[src/pfs16_pkg.sv]
// ----------------------------------------------------------------------------
// pfs16_pkg
// Shared types and constants for the packet framer with additive checksum.
// ----------------------------------------------------------------------------
package pfs16_pkg;

	// Input word kinds, carried on s_tuser.
	localparam logic OP_START   = 1'b0;
	localparam logic OP_PAYLOAD = 1'b1;

	// Work queued from the front end to the back end.
	typedef enum logic {
		CMD_HEADER  = 1'b0,
		CMD_PAYLOAD = 1'b1
	} cmd_kind_t;

	typedef struct packed {
		cmd_kind_t   kind;
		logic [7:0]  data;     // message type for a header, the byte for a payload
		logic [15:0] seq;      // sequence number for a header
		logic [15:0] len;      // payload length for a header
		logic        close;    // the checksum follows this command
	} cmd_t;

	localparam int CMD_W = $bits(cmd_t);

	// Byte positions within the emitted frame.
	typedef logic [3:0] pos_t;
	localparam pos_t POS_VERSION  = 4'd0;
	localparam pos_t POS_TYPE     = 4'd1;
	localparam pos_t POS_SEQ_HI   = 4'd2;
	localparam pos_t POS_SEQ_LO   = 4'd3;
	localparam pos_t POS_TOKEN_0  = 4'd4;
	localparam pos_t POS_TOKEN_1  = 4'd5;
	localparam pos_t POS_TOKEN_2  = 4'd6;
	localparam pos_t POS_TOKEN_3  = 4'd7;
	localparam pos_t POS_LEN_B3   = 4'd8;
	localparam pos_t POS_LEN_B2   = 4'd9;
	localparam pos_t POS_LEN_HI   = 4'd10;
	localparam pos_t POS_LEN_LO   = 4'd11;
	localparam pos_t POS_HDR_SUMH = 4'd12;
	localparam pos_t POS_HDR_SUML = 4'd13;
	localparam pos_t POS_PAY_DATA = 4'd0;
	localparam pos_t POS_PAY_SUMH = 4'd1;
	localparam pos_t POS_PAY_SUML = 4'd2;

	localparam logic [7:0] SENDER_TOKEN_BYTE = 8'hFF;
	localparam logic [7:0] VERSION_RESET     = 8'd1;

endpackage

[src/packet_framer_sum16_unit.sv]
// ----------------------------------------------------------------------------
// packet_framer_sum16_unit
// Frames outgoing packets as a byte stream with an additive 16-bit checksum.
// ----------------------------------------------------------------------------
// Input words arrive on the s_ channel. A start word (s_tuser low) opens a
// packet and yields a 12-byte header: version, type, sequence number, four
// token bytes of 0xFF and a 32-bit big-endian length. Payload words
// (s_tuser high) pass their byte through. After the last payload byte, or at
// once for a zero length, the 16-bit sum of all packet bytes follows, high
// byte first, with m_tlast on the low byte. A start word while a packet is
// open, and a payload word with none open, produce nothing.
// The front end classifies each word combinationally and queues a command;
// the back end expands one command into bytes, one byte per cycle unless
// m_tready stalls, into the output register. Each byte passes through the
// command queue and then the output register. Payload bytes sustain one per
// cycle when nothing stalls; a header yields 12 bytes (14 with an empty
// payload), a closing payload word 3; s_tready drops only on a full queue.
// A stalled m_tready holds the output byte and backs up through the queue.
// Reset empties the queue, closes any packet, clears the sequence number and
// sets the version register to 1.
// ----------------------------------------------------------------------------
module packet_framer_sum16_unit #(
	parameter int QUEUE_DEPTH = 4
) (
	input  logic        clk,
	input  logic        arst_n,
	// Configuration: protocol version.
	input  logic        cfg_we,
	input  logic [7:0]  cfg_wdata,
	// Input stream.
	input  logic        s_tvalid,
	output logic        s_tready,
	input  logic [31:0] s_tdata,   // message_type[7:0], payload_length[23:8], data_byte[31:24]
	input  logic        s_tuser,   // op[0]
	// Output stream.
	output logic        m_tvalid,
	input  logic        m_tready,
	output logic [7:0]  m_tdata,   // out_byte[7:0]
	output logic        m_tlast
);

	import pfs16_pkg::*;

	logic [7:0]       version_q;
	logic             q_full;
	logic             q_push;
	logic             q_pop;
	logic             q_valid;
	cmd_t             push_cmd;
	logic [CMD_W-1:0] head_bits;

	// Protocol version register.
	always_ff @(posedge clk or negedge arst_n) begin
		if (!arst_n) begin
			version_q <= VERSION_RESET;
		end else if (cfg_we) begin
			version_q <= cfg_wdata;
		end
	end

	pfs16_front u_front (
		.clk      (clk),
		.arst_n   (arst_n),
		.in_valid (s_tvalid),
		.in_ready (s_tready),
		.in_op    (s_tuser),
		.in_type  (s_tdata[7:0]),
		.in_len   (s_tdata[23:8]),
		.in_byte  (s_tdata[31:24]),
		.q_full   (q_full),
		.q_push   (q_push),
		.q_cmd    (push_cmd)
	);

	pfs16_fifo #(
		.WIDTH (CMD_W),
		.DEPTH (QUEUE_DEPTH)
	) u_queue (
		.clk        (clk),
		.arst_n     (arst_n),
		.push       (q_push),
		.push_data  (push_cmd),
		.full       (q_full),
		.pop        (q_pop),
		.head_valid (q_valid),
		.head_data  (head_bits)
	);

	pfs16_back u_back (
		.clk       (clk),
		.arst_n    (arst_n),
		.version   (version_q),
		.q_valid   (q_valid),
		.q_cmd     (cmd_t'(head_bits)),
		.q_pop     (q_pop),
		.out_valid (m_tvalid),
		.out_ready (m_tready),
		.out_byte  (m_tdata),
		.out_last  (m_tlast)
	);

endmodule

[src/pfs16_fifo.sv]
// ----------------------------------------------------------------------------
// pfs16_fifo
// Small register-based queue between the front end and the back end.
// ----------------------------------------------------------------------------
module pfs16_fifo #(
	parameter int WIDTH = 8,
	parameter int DEPTH = 4
) (
	input  logic             clk,
	input  logic             arst_n,
	input  logic             push,
	input  logic [WIDTH-1:0] push_data,
	output logic             full,
	input  logic             pop,
	output logic             head_valid,
	output logic [WIDTH-1:0] head_data
);

	localparam int PTR_W = (DEPTH > 1) ? $clog2(DEPTH) : 1;
	localparam int CNT_W = $clog2(DEPTH + 1);
	localparam logic [PTR_W-1:0] PTR_LAST = PTR_W'(DEPTH - 1);
	localparam logic [CNT_W-1:0] CNT_FULL = CNT_W'(DEPTH);

	logic [WIDTH-1:0] mem_q [DEPTH];
	logic [PTR_W-1:0] wr_ptr_q;
	logic [PTR_W-1:0] rd_ptr_q;
	logic [CNT_W-1:0] count_q;
	logic             do_push;
	logic             do_pop;

	assign full       = (count_q == CNT_FULL);
	assign head_valid = (count_q != '0);
	assign head_data  = mem_q[rd_ptr_q];
	assign do_push    = push && !full;
	assign do_pop     = pop && head_valid;

	// Storage writes.
	always_ff @(posedge clk) begin
		if (do_push) begin
			mem_q[wr_ptr_q] <= push_data;
		end
	end

	// Pointers and fill count.
	always_ff @(posedge clk or negedge arst_n) begin
		if (!arst_n) begin
			wr_ptr_q <= '0;
			rd_ptr_q <= '0;
			count_q  <= '0;
		end else begin
			if (do_push) begin
				wr_ptr_q <= (wr_ptr_q == PTR_LAST) ? '0 : wr_ptr_q + 1'b1;
			end
			if (do_pop) begin
				rd_ptr_q <= (rd_ptr_q == PTR_LAST) ? '0 : rd_ptr_q + 1'b1;
			end
			if (do_push && !do_pop) begin
				count_q <= count_q + 1'b1;
			end else if (do_pop && !do_push) begin
				count_q <= count_q - 1'b1;
			end
		end
	end

endmodule

[src/pfs16_front.sv]
// ----------------------------------------------------------------------------
// pfs16_front
// Accepts input words, tracks the open packet and queues framing commands.
// ----------------------------------------------------------------------------
module pfs16_front (
	input  logic              clk,
	input  logic              arst_n,
	input  logic              in_valid,
	output logic              in_ready,
	input  logic              in_op,
	input  logic [7:0]        in_type,
	input  logic [15:0]       in_len,
	input  logic [7:0]        in_byte,
	input  logic              q_full,
	output logic              q_push,
	output pfs16_pkg::cmd_t   q_cmd
);

	import pfs16_pkg::*;

	logic        open_q;
	logic [15:0] left_q;
	logic [15:0] seq_q;
	logic        accept;
	logic        is_start;
	logic        is_payload;
	logic        last_byte;

	assign in_ready   = !q_full;
	assign accept     = in_valid && in_ready;
	assign is_start   = (in_op == OP_START) && !open_q;
	assign is_payload = (in_op == OP_PAYLOAD) && open_q;
	assign last_byte  = (left_q == 16'd1);

	// Build the command; ignored words push nothing.
	always_comb begin
		q_push     = accept && (is_start || is_payload);
		q_cmd.seq  = seq_q;
		q_cmd.len  = in_len;
		if (is_start) begin
			q_cmd.kind  = CMD_HEADER;
			q_cmd.data  = in_type;
			q_cmd.close = (in_len == 16'd0);
		end else begin
			q_cmd.kind  = CMD_PAYLOAD;
			q_cmd.data  = in_byte;
			q_cmd.close = last_byte;
		end
	end

	// Packet state and sequence number.
	always_ff @(posedge clk or negedge arst_n) begin
		if (!arst_n) begin
			open_q <= 1'b0;
			left_q <= '0;
			seq_q  <= '0;
		end else if (accept) begin
			if (is_start) begin
				seq_q  <= seq_q + 16'd1;
				open_q <= (in_len != 16'd0);
				left_q <= in_len;
			end else if (is_payload) begin
				left_q <= left_q - 16'd1;
				if (last_byte) begin
					open_q <= 1'b0;
				end
			end
		end
	end

endmodule

[src/pfs16_back.sv]
// ----------------------------------------------------------------------------
// pfs16_back
// Expands queued commands into frame bytes, keeps the checksum and drives
// the output register.
// ----------------------------------------------------------------------------
module pfs16_back (
	input  logic              clk,
	input  logic              arst_n,
	input  logic [7:0]        version,
	input  logic              q_valid,
	input  pfs16_pkg::cmd_t   q_cmd,
	output logic              q_pop,
	output logic              out_valid,
	input  logic              out_ready,
	output logic [7:0]        out_byte,
	output logic              out_last
);

	import pfs16_pkg::*;

	pos_t        pos_q;
	logic [15:0] sum_q;
	logic        valid_q;
	logic [7:0]  byte_q;
	logic        last_q;
	logic        fire;
	logic [7:0]  cur_byte;
	logic        summed;
	logic        end_cmd;
	logic        is_eop;
	pos_t        last_pos;

	assign fire      = q_valid && (!valid_q || out_ready);
	assign q_pop     = fire && end_cmd;
	assign out_valid = valid_q;
	assign out_byte  = byte_q;
	assign out_last  = last_q;

	// Select the byte at the current position of the command.
	always_comb begin
		cur_byte = 8'd0;
		summed   = 1'b1;
		if (q_cmd.kind == CMD_HEADER) begin
			last_pos = q_cmd.close ? POS_HDR_SUML : POS_LEN_LO;
			case (pos_q)
				POS_VERSION:  cur_byte = version;
				POS_TYPE:     cur_byte = q_cmd.data;
				POS_SEQ_HI:   cur_byte = q_cmd.seq[15:8];
				POS_SEQ_LO:   cur_byte = q_cmd.seq[7:0];
				POS_TOKEN_0,
				POS_TOKEN_1,
				POS_TOKEN_2,
				POS_TOKEN_3:  cur_byte = SENDER_TOKEN_BYTE;
				POS_LEN_B3,
				POS_LEN_B2:   cur_byte = 8'd0;
				POS_LEN_HI:   cur_byte = q_cmd.len[15:8];
				POS_LEN_LO:   cur_byte = q_cmd.len[7:0];
				POS_HDR_SUMH: begin
					cur_byte = sum_q[15:8];
					summed   = 1'b0;
				end
				default: begin
					cur_byte = sum_q[7:0];
					summed   = 1'b0;
				end
			endcase
		end else begin
			last_pos = q_cmd.close ? POS_PAY_SUML : POS_PAY_DATA;
			case (pos_q)
				POS_PAY_DATA: cur_byte = q_cmd.data;
				POS_PAY_SUMH: begin
					cur_byte = sum_q[15:8];
					summed   = 1'b0;
				end
				default: begin
					cur_byte = sum_q[7:0];
					summed   = 1'b0;
				end
			endcase
		end
		end_cmd = (pos_q == last_pos);
		is_eop  = end_cmd && q_cmd.close;
	end

	// Position counter and running checksum.
	always_ff @(posedge clk or negedge arst_n) begin
		if (!arst_n) begin
			pos_q <= '0;
			sum_q <= '0;
		end else if (fire) begin
			pos_q <= end_cmd ? '0 : pos_q + 4'd1;
			if (summed) begin
				if (q_cmd.kind == CMD_HEADER && pos_q == POS_VERSION) begin
					sum_q <= {8'd0, cur_byte};
				end else begin
					sum_q <= sum_q + {8'd0, cur_byte};
				end
			end
		end
	end

	// Output register; it refills in the cycle its word is taken.
	always_ff @(posedge clk or negedge arst_n) begin
		if (!arst_n) begin
			valid_q <= 1'b0;
		end else if (fire) begin
			valid_q <= 1'b1;
		end else if (out_ready) begin
			valid_q <= 1'b0;
		end
	end

	always_ff @(posedge clk) begin
		if (fire) begin
			byte_q <= cur_byte;
			last_q <= is_eop;
		end
	end

endmodule
[config.mk]
export PLATFORM = sky130hd
export DESIGN_NAME = packet_framer_sum16_unit
export DESIGN_NICKNAME = d
export VERILOG_FILES = /design/src/pfs16_pkg.sv /design/src/packet_framer_sum16_unit.sv /design/src/pfs16_fifo.sv /design/src/pfs16_front.sv /design/src/pfs16_back.sv
export SDC_FILE = /design/constraint.sdc
export NUM_CORES = 1
export LEC_CHECK = 0
export ABC_AREA = 1
export BUFFER_PORTS_ARGS = -buffer_cell sky130_fd_sc_hd__buf_2
export CAP_MARGIN = 15
export CORE_MARGIN = 2
export CORE_UTILIZATION = 55
export CTS_BUF_LIST = sky130_fd_sc_hd__clkbuf_8
export DETAILED_ROUTE_END_ITERATION = 10
export GPL_ROUTABILITY_DRIVEN = 0
export PLACE_DENSITY = 0.83
export SETUP_SLACK_MARGIN = 0.2
export SYNTH_ARGS = -nofsm -noshare
export SYNTH_HDL_FRONTEND = slang
export SYNTH_SLANG_ARGS = --single-unit
export TNS_END_PERCENT = 100
[constraint.sdc]
create_clock -name clk -period 3.78 [get_ports clk]
set_input_delay 0.567 -clock clk [delete_from_list [all_inputs] [get_ports clk]]
set_output_delay 0.567 -clock clk [all_outputs]
set_load 0.02 [all_outputs]
==> impl_metrics.tcl <==
set metrics [dict create \
    syn-num-nets 1484 \
    grt-ovfl-total 0 \
    cts_tree "done" \
    die_x_um 155.1 \
    ir_worst_vdd_mv 0.4133 \
    p_sw_w 0.005120 \
    cp-start-kind "flip-flop" \
    syn_inst 1413 \
    p_seq_frac 0.330 \
    synth_top_area_frac 0.4234 \
    drive_gt1_frac 0.1276 \
    worst-slew-pin-transition_ns 0.9803 \
    remaining_drc_errors 0 \
    clock_path_buffers 3 \
    crit_fanout 9 \
    cp.arrival_ns 3.87 \
    initial_core_util 0.5579 \
    clk_pin_slew_worst_paths_ns 0.06 \
    die_y_um 155.1 \
    setup_viol 0 \
    status "finished clean" \
    reg2reg_depth 22 \
    fin_nets 1552 \
    hp-class "input port to asynchronous set/reset pin" \
    grt_use_total 0.2459 \
    synth_top_flop_cell "edfxtp_1" \
    end_kind "flip-flop" \
    hpwl_mm 19.36 \
    syn2layout_area_growth_pct 11.46 \
    drv_cap 0 \
    fill_cells 1702 \
    fin_ws_ns 0.3926 \
    yosysUniqueCellTypes 42 \
    required_ns 4.26 \
    relSlewSlack 0.3465 \
    dpl_worst_slack_ns 0.1870 \
    viasPerCell 5.548 \
    insertion_delay_ns 0.57 \
    clockRootBuffer "clkbuf_8" \
    vias 9976 \
    swShare 0.4450 \
    syn-cell-area_sq_um 12550 \
    hold_violations 0 \
    r2r-start "u_back.pos_q[0]" \
    grt_pass1_vias 9527 \
    rows 55 \
    finalClockSkew_ns 0.02854 \
    r2r-end "u_back.sum_q[7]" \
    cts-buffers-inserted 40 \
    drtIter0Drc 1121 \
    async_flop_share 0.2805 \
    synthTopCellsByArea "edfxtp_1 42%, dfrtp_1 14%, nand2_1 13%" \
    power_frac_comb 0.480 \
    cts.sinks 246 \
    final_max_slew_viol_count 0 \
    avgSynthCellArea_sq_um 8.884 \
    yosysTopAreaCell "edfxtp_1" \
    ios 57 \
    dieArea_sq_um 24050 \
    wl_mm 29.64 \
    grt_max_degree 73 \
    power.density_nw_per_um2 822.4 \
    max_freq_ghz 0.2952 \
    period_minus_slack_ns 3.387 \
    num_antenna_cells 0 \
    coreArea_sq_um 22500 \
    cts_hold_buf 0 \
    holdWs_ns 0.1779 \
    synth-edff-count 177 \
    worstSetupPathType "flip-flop to flip-flop" \
    yosysWarnings 0 \
    drtAntennaViolNets 0 \
    grt_first_pass_wirelength_mm 46.82 \
    r2r_slack_ns 0.39 \
    grt_antenna_before_repair 0 \
    wl_per_cell_um 16.48 \
    ys_ff_latch 246 \
    dr.pass1.iters 6 \
    power_leakage_nw 6.347 \
    rsz0062_at_grt "yes" \
    p_int_w 0.006387 \
    yosysSeqAreaShare 0.5610 \
    min_period_over_period 0.8961 \
    portBuffers 56 \
    p_clk_frac 0.190 \
    tns_ns 0 \
    cts_max_level 2 \
]
[critical path, cell delays in order (launching register included)]
cell and delay [ns]:
dfrtp_1 0.39, inv_1 0.14, ha_1 0.26, nor2_1 0.16, nand2_1 0.11, nand2_4 0.11
nand2_1 0.07, nor2_1 0.15, nand2_1 0.13, nor2_1 0.17, nand2_1 0.11, nand2_1 0.07
o21ai_0 0.15, ha_1 0.39, a21oi_1 0.17, nand2_1 0.14, nand2_1 0.09, nand2_1 0.10
nand2_1 0.08, nand2_1 0.05, nor2_1 0.09, nor2_1 0.05, a21oi_1 0.14
[power by group through the flow]
stage | combinational (W) | sequential, W | clock (W)
floorplan | 0.00402 | 0.00377 | 0
global placement | 0.00504 | 0.00381 | 0
detailed placement | 0.00520 | 0.00383 | 0
CTS | 0.00524 | 0.00378 | 0.00221
global route | 0.00619 | 0.00384 | 0.00233
finish | 0.00553 | 0.00379 | 0.00219
[flip-flops by register name, indices dropped and copies added, names as in the netlist]
name,cells
u_queue.mem_q,168
u_back.sum_q,16
u_front.left_q,16
u_front.seq_q,16
u_back.out_byte,8
version_q,8
u_back.pos_q,4
u_queue.count_q,3
u_queue.rd_ptr_q,2
u_queue.wr_ptr_q,2
u_back.out_last,1
u_back.out_valid,1
u_front.open_q,1
[stage by stage]
| stage | util | total power (W) | instance area (sq um) | std cells |
|---|---|---|---|---|
| 2_1_floorplan | - | 0.007786 | 12550 | 1413 |
| 3_3_place_gp | 0.5829 | 0.008847 | 13120 | 1718 |
| 3_5_place_dp | 0.5829 | 0.009028 | 13120 | 1718 |
| 4_1_cts | 0.6171 | 0.01123 | 13890 | 1792 |
| 5_1_grt | 0.6218 | 0.01236 | 13990 | 1798 |
| 6_report | 0.6218 | 0.01151 | 13990 | 1798 |
[cell usage after synthesis (2+ instances only)]
| library cell | instances |
|---|---|
| inv_2 | 10 |
| inv_1 | 177 |
| or2_2 | 2 |
| nor4_1 | 4 |
| a31oi_1 | 2 |
| nor2_2 | 8 |
| clkbuf_1 | 14 |
| nand3b_1 | 9 |
| nand2_2 | 6 |
| xnor2_1 | 10 |
| nand4_1 | 13 |
| buf_2 | 25 |
| nand2_4 | 2 |
| o21ai_0 | 50 |
| nor2_1 | 109 |
| nor3_1 | 7 |
| ha_1 | 23 |
| buf_4 | 8 |
| dfrtp_1 | 68 |
| nand2_1 | 421 |
| buf_6 | 5 |
| xor2_1 | 17 |
| nor2_4 | 5 |
| o22ai_1 | 5 |
| edfxtp_1 | 177 |
| o21ai_1 | 12 |
| fa_1 | 2 |
| mux2_2 | 8 |
| nand3_1 | 170 |
| o211ai_1 | 10 |
| a21oi_1 | 23 |
[cell type report]
cell class | instances | area, sq um | area share
clock buffers | 45 | 619.3 | 0.04426
clock inverters | 29 | 148.9 | 0.01064
inverters | 188 | 710.7 | 0.05079
multi-input cells | 926 | 4564 | 0.3262
flip-flops and latches | 246 | 7046 | 0.5035
well taps | 285 | 356.6 | 0.02549
repair buffers | 79 | 546.8 | 0.03908
[repair_timing]
item / CTS / global route
buffers inserted: 0 / 5
setup endpoints to repair: 1 / 12
gates cloned: 0 / 1
gates resized for setup: 1 / 13
pin swaps: 0 / 4
[how the worst max path moves through the flow]
stage / startpoint / cells after the start / slack, ns / endpoint
after floorplan: s_tuser / 6 / 0.23 / u_queue.mem_q[0][0]
after global placement: u_back.pos_q[1] / 22 / 0.36 / u_back.sum_q[10]
after detailed placement: u_back.pos_q[1] / 22 / 0.19 / u_back.sum_q[10]
after CTS: u_back.pos_q[1] / 22 / 0.26 / u_back.sum_q[10]
after global routing: u_back.pos_q[0] / 22 / 0.09 / u_back.sum_q[10]
final: u_back.pos_q[0] / 22 / 0.39 / u_back.sum_q[7]
[placed cells by master (no fill, tap or decap), types with 2 or more instances in the layout]
master	count
xnor2_1	10
nor2_1	105
nor2_4	10
nand4_1	13
nand2_4	3
buf_4	17
or2_2	2
clkinv_1	6
o22ai_1	5
o21ai_1	13
a21oi_1	23
nand3_1	170
buf_2	55
xor2_1	17
o21ai_0	49
inv_4	2
inv_1	187
nor4_1	4
dfrtp_1	66
clkbuf_8	45
nand2_2	5
nor2_2	7
clkinv_2	9
buf_12	4
inv_2	10
ha_2	2
a31oi_1	2
nand2_1	421
edfxtp_1	177
nor3_1	7
o211ai_1	10
mux2_2	8
dfrtp_2	2
ha_1	20
nand3b_1	9
[kinds of logic after synthesis]
kind of cell | synth area share
and+or+nand+nor | 0.2589
DFF | 0.5610
buffers and inverters | 0.08014
AOI/OAI and AO/OA | 0.04774
xor gates and xnor gates | 0.01884
adders and majority gates | 0.02611
muxes | 0.007177
[per-layer routing]
layer	up-vias	global-route usage	share of wire	wire, um
met3	82	0.03928	0.076	2263
met5	-	0	0	0
li1	4755	-	-	-
met2	486	0.4235	0.50	14840
met4	0	0.09612	0.028	837
met1	4653	0.3140	0.39	11700
No activity file was read; power rests on OpenSTA's default activity.
